--- src/hdl/tlsa_pkg.sv ---
// ----------------------------------------------------------------------------
// tlsa_pkg
// Shared constants, codes and controller/datapath interface types for the
// thread-local slot allocator.
// ----------------------------------------------------------------------------
package tlsa_pkg;

    localparam int ADDR_W      = 48;
    localparam int MAX_PAGES   = 16;
    localparam int PAGE_IDX_W  = 4;
    localparam int PAGE_CNT_W  = 5;
    localparam int SLOTS       = 8;
    localparam int SLOT_IDX_W  = 3;
    localparam int SLOT_SHIFT  = 9;
    localparam int PAGE_SHIFT  = 12;
    localparam int PADDR_W     = 4;
    localparam int PDATA_W     = 64;

    localparam logic [SLOTS-1:0] FULL_MAP = '1;

    typedef enum logic [1:0] {
        ST_OK       = 2'd0,
        ST_NO_PAGE  = 2'd1,
        ST_BAD_FREE = 2'd2
    } t_status;

    typedef enum logic [0:0] {
        ACT_ALLOC = 1'b0,
        ACT_FREE  = 1'b1
    } t_action;

    typedef struct packed {
        logic capture;
        logic step;
        logic do_free;
        logic push;
    } t_cmd;

    typedef struct packed {
        logic scan_done;
        logic out_room;
    } t_sts;

    function automatic logic [SLOT_IDX_W-1:0] first_free(input logic [SLOTS-1:0] map);
        logic [SLOT_IDX_W-1:0] idx;
        idx = '0;
        for (int s = SLOTS - 1; s >= 0; s--) begin
            if (!map[s]) begin
                idx = SLOT_IDX_W'(s);
            end
        end
        return idx;
    endfunction

endpackage

--- src/hdl/thread_local_slot_allocator_top.sv ---
// ----------------------------------------------------------------------------
// thread_local_slot_allocator_top
// Bitmap slot allocator: eight 512-byte slots per 4 KiB page, up to 16 pages.
// ----------------------------------------------------------------------------
// One item at a time. An allocate scans the opened pages one per cycle in the
// datapath's scan loop, up to the first non-full page, or up to the end of the
// open pages when a page must be opened or none is left; its result is then
// handed to the output register once that has room. A free decodes its address
// in its own state before its result is handed on in the same way.
// A new item is accepted while the previous result still waits in the output
// register. region_base sits at APB byte address 0 (64-bit data, low 48 bits
// used); write it only while the block is idle.
module thread_local_slot_allocator_top
    import tlsa_pkg::*;
(
    input  logic               i_clk,
    input  logic               i_rst_n,
    input  logic               i_valid,
    output logic               o_ready,
    input  logic               i_action,
    input  logic [ADDR_W-1:0]  i_slot_address_in,
    output logic               o_valid,
    input  logic               i_ready,
    output logic [ADDR_W-1:0]  o_slot_address,
    output logic               o_new_page,
    output logic [1:0]         o_status,
    input  logic               psel,
    input  logic               penable,
    input  logic               pwrite,
    input  logic [PADDR_W-1:0] paddr,
    input  logic [PDATA_W-1:0] pwdata,
    output logic [PDATA_W-1:0] prdata,
    output logic               pready
);

    logic [ADDR_W-1:0] w_region_base;
    t_cmd              w_cmd;
    t_sts              w_sts;

    tlsa_regs u_regs (
        .i_clk         (i_clk),
        .i_rst_n       (i_rst_n),
        .psel          (psel),
        .penable       (penable),
        .pwrite        (pwrite),
        .paddr         (paddr),
        .pwdata        (pwdata),
        .prdata        (prdata),
        .pready        (pready),
        .o_region_base (w_region_base)
    );

    tlsa_ctrl u_ctrl (
        .i_clk    (i_clk),
        .i_rst_n  (i_rst_n),
        .i_valid  (i_valid),
        .i_action (i_action),
        .o_ready  (o_ready),
        .i_sts    (w_sts),
        .o_cmd    (w_cmd)
    );

    tlsa_dp u_dp (
        .i_clk             (i_clk),
        .i_rst_n           (i_rst_n),
        .i_cmd             (w_cmd),
        .o_sts             (w_sts),
        .i_region_base     (w_region_base),
        .i_slot_address_in (i_slot_address_in),
        .o_valid           (o_valid),
        .i_ready           (i_ready),
        .o_slot_address    (o_slot_address),
        .o_new_page        (o_new_page),
        .o_status          (o_status)
    );

    a_one_in_flight: assert property (@(posedge i_clk) disable iff (!i_rst_n)
        (i_valid && o_ready) |=> !o_ready)
        else $error("item accepted while another is in flight");

    a_error_zero: assert property (@(posedge i_clk) disable iff (!i_rst_n)
        (o_valid && (o_status != ST_OK)) |-> ((o_slot_address == '0) && !o_new_page))
        else $error("error result carries an address or new page flag");

    a_new_page_ok: assert property (@(posedge i_clk) disable iff (!i_rst_n)
        (o_valid && o_new_page) |-> (o_status == ST_OK))
        else $error("new page flagged on a failed item");

endmodule

--- src/hdl/tlsa_regs.sv ---
// ----------------------------------------------------------------------------
// tlsa_regs
// APB register file holding the region base address.
// ----------------------------------------------------------------------------
module tlsa_regs
    import tlsa_pkg::*;
(
    input  logic               i_clk,
    input  logic               i_rst_n,
    input  logic               psel,
    input  logic               penable,
    input  logic               pwrite,
    input  logic [PADDR_W-1:0] paddr,
    input  logic [PDATA_W-1:0] pwdata,
    output logic [PDATA_W-1:0] prdata,
    output logic               pready,
    output logic [ADDR_W-1:0]  o_region_base
);

    logic [ADDR_W-1:0] r_base;
    logic              w_sel_base;

    assign w_sel_base = (paddr[PADDR_W-1] == 1'b0);

    always_ff @(posedge i_clk) begin
        if (!i_rst_n) begin
            r_base <= '0;
        end else if (psel && penable && pwrite && w_sel_base) begin
            r_base <= pwdata[ADDR_W-1:0];
        end
    end

    assign prdata        = w_sel_base ? {{(PDATA_W-ADDR_W){1'b0}}, r_base} : '0;
    assign pready        = 1'b1;
    assign o_region_base = r_base;

endmodule

--- src/hdl/tlsa_ctrl.sv ---
// ----------------------------------------------------------------------------
// tlsa_ctrl
// Sequencer: accepts an item, runs the page scan or the free, then hands the
// result to the output register.
// ----------------------------------------------------------------------------
module tlsa_ctrl
    import tlsa_pkg::*;
(
    input  logic i_clk,
    input  logic i_rst_n,
    input  logic i_valid,
    input  logic i_action,
    output logic o_ready,
    input  t_sts i_sts,
    output t_cmd o_cmd
);

    typedef enum logic [3:0] {
        S_IDLE = 4'b0001,
        S_SCAN = 4'b0010,
        S_FREE = 4'b0100,
        S_DONE = 4'b1000
    } t_state;

    t_state r_state;
    t_state n_state;

    always_ff @(posedge i_clk) begin
        if (!i_rst_n) begin
            r_state <= S_IDLE;
        end else begin
            r_state <= n_state;
        end
    end

    always_comb begin
        n_state = r_state;
        o_cmd   = '0;
        o_ready = 1'b0;
        case (r_state)
            S_IDLE: begin
                o_ready = 1'b1;
                if (i_valid) begin
                    o_cmd.capture = 1'b1;
                    n_state = (i_action == ACT_FREE) ? S_FREE : S_SCAN;
                end
            end
            S_SCAN: begin
                o_cmd.step = 1'b1;
                if (i_sts.scan_done) begin
                    n_state = S_DONE;
                end
            end
            S_FREE: begin
                o_cmd.do_free = 1'b1;
                n_state = S_DONE;
            end
            S_DONE: begin
                if (i_sts.out_room) begin
                    o_cmd.push = 1'b1;
                    n_state = S_IDLE;
                end
            end
            default: begin
                n_state = S_IDLE;
            end
        endcase
    end

endmodule

--- src/hdl/tlsa_dp.sv ---
// ----------------------------------------------------------------------------
// tlsa_dp
// Datapath: occupancy maps, open page count, page scan, free decode and the
// output register.
// ----------------------------------------------------------------------------
module tlsa_dp
    import tlsa_pkg::*;
(
    input  logic              i_clk,
    input  logic              i_rst_n,
    input  t_cmd              i_cmd,
    output t_sts              o_sts,
    input  logic [ADDR_W-1:0] i_region_base,
    input  logic [ADDR_W-1:0] i_slot_address_in,
    output logic              o_valid,
    input  logic              i_ready,
    output logic [ADDR_W-1:0] o_slot_address,
    output logic              o_new_page,
    output logic [1:0]        o_status
);

    logic [SLOTS-1:0]      r_occ [MAX_PAGES];
    logic [PAGE_CNT_W-1:0] r_pages_open;
    logic [PAGE_CNT_W-1:0] r_scan;
    logic [ADDR_W-1:0]     r_addr_in;
    logic [ADDR_W-1:0]     r_res_addr;
    logic                  r_res_new;
    t_status               r_res_status;
    logic                  r_out_valid;
    logic [ADDR_W-1:0]     r_out_addr;
    logic                  r_out_new;
    t_status               r_out_status;

    logic [PAGE_IDX_W-1:0] w_idx;
    logic [SLOTS-1:0]      w_map;
    logic                  w_in_open;
    logic                  w_hit;
    logic                  w_end;
    logic                  w_exhaust;
    logic [SLOT_IDX_W-1:0] w_slot;
    logic [PAGE_IDX_W-1:0] w_new_idx;
    logic [ADDR_W-1:0]     w_hit_addr;
    logic [ADDR_W-1:0]     w_new_addr;
    logic [ADDR_W-1:0]     w_offset;
    logic                  w_free_ok;
    logic [PAGE_IDX_W-1:0] w_free_page;
    logic [SLOT_IDX_W-1:0] w_free_slot;

    assign w_idx      = r_scan[PAGE_IDX_W-1:0];
    assign w_map      = r_occ[w_idx];
    assign w_in_open  = (r_scan < r_pages_open);
    assign w_hit      = w_in_open && (w_map != FULL_MAP);
    assign w_end      = !w_in_open;
    assign w_exhaust  = (r_pages_open == PAGE_CNT_W'(MAX_PAGES));
    assign w_slot     = first_free(w_map);
    assign w_new_idx  = r_pages_open[PAGE_IDX_W-1:0];
    assign w_hit_addr = i_region_base
                      + {{(ADDR_W-PAGE_IDX_W-PAGE_SHIFT){1'b0}}, w_idx, w_slot,
                         {SLOT_SHIFT{1'b0}}};
    assign w_new_addr = i_region_base
                      + {{(ADDR_W-PAGE_IDX_W-PAGE_SHIFT){1'b0}}, w_new_idx,
                         {PAGE_SHIFT{1'b0}}};

    assign w_offset    = r_addr_in - i_region_base;
    assign w_free_ok   = (w_offset[ADDR_W-1:PAGE_SHIFT]
                          < {{(ADDR_W-PAGE_SHIFT-PAGE_CNT_W){1'b0}}, r_pages_open});
    assign w_free_page = w_offset[PAGE_SHIFT+PAGE_IDX_W-1:PAGE_SHIFT];
    assign w_free_slot = w_offset[PAGE_SHIFT-1:SLOT_SHIFT];

    assign o_sts.scan_done = w_hit || w_end;
    assign o_sts.out_room  = !r_out_valid || i_ready;

    // occupancy maps, no reset: a page's map is written when the page opens
    always_ff @(posedge i_clk) begin
        if (i_cmd.step && w_hit) begin
            r_occ[w_idx] <= w_map | (SLOTS'(1) << w_slot);
        end else if (i_cmd.step && w_end && !w_exhaust) begin
            r_occ[w_new_idx] <= SLOTS'(1);
        end else if (i_cmd.do_free && w_free_ok) begin
            r_occ[w_free_page] <= r_occ[w_free_page] & ~(SLOTS'(1) << w_free_slot);
        end
    end

    always_ff @(posedge i_clk) begin
        if (!i_rst_n) begin
            r_pages_open <= '0;
        end else if (i_cmd.step && !w_hit && w_end && !w_exhaust) begin
            r_pages_open <= r_pages_open + PAGE_CNT_W'(1);
        end
    end

    always_ff @(posedge i_clk) begin
        if (i_cmd.capture) begin
            r_addr_in <= i_slot_address_in;
            r_scan    <= '0;
        end else if (i_cmd.step && !w_hit && !w_end) begin
            r_scan <= r_scan + PAGE_CNT_W'(1);
        end
    end

    always_ff @(posedge i_clk) begin
        if (i_cmd.step && w_hit) begin
            r_res_addr   <= w_hit_addr;
            r_res_new    <= 1'b0;
            r_res_status <= ST_OK;
        end else if (i_cmd.step && w_end) begin
            r_res_addr   <= w_exhaust ? '0 : w_new_addr;
            r_res_new    <= !w_exhaust;
            r_res_status <= w_exhaust ? ST_NO_PAGE : ST_OK;
        end else if (i_cmd.do_free) begin
            r_res_addr   <= '0;
            r_res_new    <= 1'b0;
            r_res_status <= w_free_ok ? ST_OK : ST_BAD_FREE;
        end
    end

    always_ff @(posedge i_clk) begin
        if (!i_rst_n) begin
            r_out_valid <= 1'b0;
        end else if (i_cmd.push) begin
            r_out_valid <= 1'b1;
        end else if (i_ready) begin
            r_out_valid <= 1'b0;
        end
    end

    always_ff @(posedge i_clk) begin
        if (i_cmd.push) begin
            r_out_addr   <= r_res_addr;
            r_out_new    <= r_res_new;
            r_out_status <= r_res_status;
        end
    end

    assign o_valid        = r_out_valid;
    assign o_slot_address = r_out_addr;
    assign o_new_page     = r_out_new;
    assign o_status       = r_out_status;

endmodule

--- config.mk ---
export PLATFORM = sky130hd
export DESIGN_NAME = thread_local_slot_allocator_top
export DESIGN_NICKNAME = d
export VERILOG_FILES = /design/src/hdl/tlsa_pkg.sv /design/src/hdl/thread_local_slot_allocator_top.sv /design/src/hdl/tlsa_regs.sv /design/src/hdl/tlsa_ctrl.sv /design/src/hdl/tlsa_dp.sv
export SDC_FILE = /design/constraint.sdc
export NUM_CORES = 1
export LEC_CHECK = 0
export ABC_CLOCK_PERIOD_IN_PS = 5900
export BUFFER_PORTS_ARGS = -buffer_cell sky130_fd_sc_hd__buf_2
export CAP_MARGIN = 0
export CORE_MARGIN = 8
export CORE_UTILIZATION = 59
export DETAILED_ROUTE_END_ITERATION = 10
export PLACE_DENSITY = 0.83
export REMOVE_ABC_BUFFERS = 1
export SKIP_CTS_REPAIR_TIMING = 1
export SYNTH_ARGS = -nofsm -noshare
export SYNTH_HDL_FRONTEND = slang
export SYNTH_SLANG_ARGS = --single-unit
export TNS_END_PERCENT = 50
--- constraint.sdc ---
create_clock -name i_clk -period 5.9 [get_ports i_clk]
set_clock_uncertainty 0.15 [all_clocks]
set_input_delay 1.18 -clock i_clk [delete_from_list [all_inputs] [get_ports i_clk]]
set_output_delay 1.18 -clock i_clk [all_outputs]
set_load 0.02 [all_outputs]
==> run summary <==
Status = completed
Worst Path Arrival = 5.79 ns
Share of layout cells above drive strength 1 = 21.05%
Clock Power Share = 39.2%
Switch Pwr = 1.653 mW
Initial core utilization = 59.48%
RSZ-0062 raised after global routing = false
Clk_lat worst skew = 0.56 ns
Most common cell after layout, fill and taps aside = edfxtp_1
Synth cell types = 76
Setup CP Type = flip-flop to flip-flop
Crit path max-delay family = simple AND/OR/NAND/NOR gates
Critical path's slowest cell = or4b_2
Die Span Y = 196.7 µm
First-pass DRT Iterations = 7
Worst slew margin = 31.69%
Commonest non-fill, non-tap cells in the layout = 275 x edfxtp_1, 235 x nand2_1, 205 x buf_2
Sequential share of power = 44.4%
Initial antenna violation count = 1
Total gr overflow = 0
Ant. Diodes = 0
RD Place Congestion = 0.9579
Cell Rows = 66
Clock slew seen by the registers of the worst setup and hold paths = 0.06 ns
Setup ws final = 0.2538 ns
DRC violation count after routing = 0
Final setup vio count = 0
DR vias/cell = 6.628
Max Fclk = 0.1771 GHz
Pre-CTS WS = 0.2967 ns
CP required = 6.04 ns
Vias in the first global route = 15980
Port Buf Inserts = 205
CP Buf/Inv Count = 3
Layout area overhead = 14.84%
Final core area utilization = 68.31%
Tot Pwr = 6.151 mW
Sw frac = 26.87%
CP startpoint kind = flip-flop
Final hold vios = 0
Power per cell area = 278.2 nW/µm²
CP Capture Type = flip-flop
Hold WC Path Type = flip-flop to flip-flop
ANT nets after route = 0
Worst Path Max Fanout = 18
Mapped Cells = 1777
Top_reg_cell synth = edfxtp_1
#FFs+latches synth = 345
Pint = 4.498 mW
Worst vdd ir = 0.4038 mV
Syn Area/Cell = 10.84 µm²
Die Wd = 196.7 µm
Synth warnings = 0
GRT Total Usage = 30.93%
Share of flip-flops with an asynchronous set or reset = 0%
Largest net degree at the start of global routing = 59
Sink Count = 345
CTS root buf = clkbuf_16
Sequential share of the synthesized area = 50.17%
CTS tree = built
Post-synth EDFFs = 275
First-pass GRT wire length = 92.54 mm
Initial drt markers = 1958
Gate power share = 16.4%
Critical Path Most Common Cell = nor2_1
Max Slew Vio Count = 0
Detailed Route WL = 61.80 mm
Crit share post-route = 95.70%
Synth Cell Area = 19250 µm²
DR vias = 16280
Tightest Pin Transition = 1.025 ns
Hold_ws = 0.2681 ns
CTS buffer count = 37
# fillers = 2374
Core Area = 32370 µm²
DP Wirelength = 45.24 mm
Die area = 38670 µm²
Avg WL per Cell = 25.16 µm
Fin nets = 2179
Lkg Pwr = 7.925 nW
CP peak stage delay = 0.59 ns
Clk buf depth = 3
Critical-path cell list = inv_1, ha_1, nand2_1, nor2_1, nand4_1, a31oi_1, nor2_1, xnor2_1, ha_1, nor2_1, o21ai_0, nor3_1, or4b_2, nor4b_1, nand4_1, a2111oi_4, buf_4, o21ai_0, buf_4
Number of H-tree levels = 2
Max-cap viol count = 0
Post-layout minimum cycle time = 5.646 ns
# IOs = 242
routing by layer:
layer | vias up | track usage, % | routed length [µm]
li1 | 7084 | - | -
met1 | 7808 | 37.60 | 22260
met2 | 1144 | 52.54 | 29760
met3 | 243 | 6.277 | 6529
met4 | 0 | 14.74 | 3256
met5 | - | 0 | 0
power by group through the flow:
stage	sequential, mW	clock (mW)	combinational (mW)
after floorplan	2.76	0	0.685
after global placement	2.78	0	0.951
after detailed placement	2.78	0	0.972
after CTS	2.73	2.42	0.982
after global routing	2.74	2.50	1.08
final	2.73	2.41	1.01
worst reg2reg max path, stage by stage, from the launching register on:
cell       delay (ns)
dfxtp_1          0.45
inv_1            0.13
ha_1             0.45
nand2_1          0.15
nor2_1           0.32
nand4_1          0.13
a31oi_1          0.23
nor2_1           0.08
xnor2_1          0.17
ha_1             0.19
nor2_1           0.31
o21ai_0          0.17
nor3_1           0.20
or4b_2           0.59
nor4b_1          0.28
nand4_1          0.21
a2111oi_4        0.30
buf_4            0.31
o21ai_0          0.31
buf_4            0.27
per-stage QoR:
step	setup TNS [ns]	cell area, µm²	instances
after floorplan	-152.66	18860	1692
after global placement	0	20850	2388
after detailed placement	0	20850	2388
after CTS	0	22110	2456
after global routing	0	22110	2456
final	0	22110	2456
registers in the layout, summed over array words and instances (netlist names), named ones only:
name and count:
u_ctrl.r_state 4, u_dp.o_new_page 1, u_dp.o_slot_address 48, u_dp.o_status 2, u_dp.o_valid 1, u_dp.r_addr_in 48, u_dp.r_occ 128, u_dp.r_pages_open 5
u_dp.r_res_addr 48, u_dp.r_res_new 1, u_dp.r_res_status 2, u_dp.r_scan 5, u_regs.o_region_base 48
cell usage after synthesis, types with 12 or more instances:
| library cell | count | share of area [%] |
|---|---|---|
| o21a_1 | 15 | 0.58 |
| o22ai_1 | 13 | 0.42 |
| inv_1 | 76 | 1.5 |
| clkbuf_1 | 66 | 1.3 |
| nand4_1 | 27 | 0.88 |
| ha_1 | 68 | 4.4 |
| a21o_1 | 30 | 1.2 |
| xor2_1 | 19 | 0.86 |
| nand2_1 | 235 | 4.6 |
| a21boi_0 | 57 | 2.2 |
| and3_1 | 12 | 0.39 |
| and2_1 | 15 | 0.49 |
| o21ai_0 | 114 | 3.0 |
| nor2_1 | 152 | 3.0 |
| nor3_1 | 31 | 0.81 |
| buf_1 | 12 | 0.23 |
| a31oi_1 | 24 | 0.78 |
| edfxtp_1 | 275 | 43 |
| a21oi_1 | 99 | 2.6 |
| mux4_2 | 78 | 9.1 |
| nand2b_1 | 12 | 0.39 |
| nand3_1 | 48 | 1.2 |
| dfxtp_1 | 70 | 7.3 |
| xnor2_1 | 19 | 0.86 |
| or3_1 | 13 | 0.42 |
| buf_4 | 17 | 0.66 |
layout make-up:
type,count,area (µm²),share of cell area (%)
tap,442,553.0,2.501
timing repair buffer,254,1394,6.303
clock buffer,48,1028,4.651
clock inverter,20,234.0,1.058
multi-input combinational,1271,8954,40.49
sequential,345,9664,43.71
inverter,76,285.3,1.290
final timing paths:
kind,startpoint,cells past startpoint,endpoint,slack (ns)
setup / recovery,u_regs.o_region_base[11]$_SDFFE_PN0P_,19,u_dp.r_occ[14][1]$_DFFE_PP_,0.25
hold / removal,u_dp.r_res_addr[46]$_DFFE_PP_,0,u_dp.o_slot_address[46]$_DFFE_PP_,0.27
setup reg to reg,u_regs.o_region_base[11]$_SDFFE_PN0P_,19,u_dp.r_occ[14][1]$_DFFE_PP_,0.25
hold reg to reg,u_dp.r_res_addr[46]$_DFFE_PP_,0,u_dp.o_slot_address[46]$_DFFE_PP_,0.27
kinds of logic (layout without fill, tap and decap cells):
kind of cell | count (synthesis) | count (layout) | synth area share [%]
AND/OR/NAND/NOR | 599 | 599 | 14.33
AO/OA/AOI/OAI | 457 | 457 | 15.51
flip-flops | 345 | 345 | 50.17
buffers and inverters | 176 | 398 | 3.827
multiplexers | 90 | 90 | 9.767
adder cells (fa/ha/maj) | 70 | 70 | 4.627
XOR/XNOR | 38 | 38 | 1.729
other | 2 | 17 | 0.03900
(Power assumes the default switching activity.)
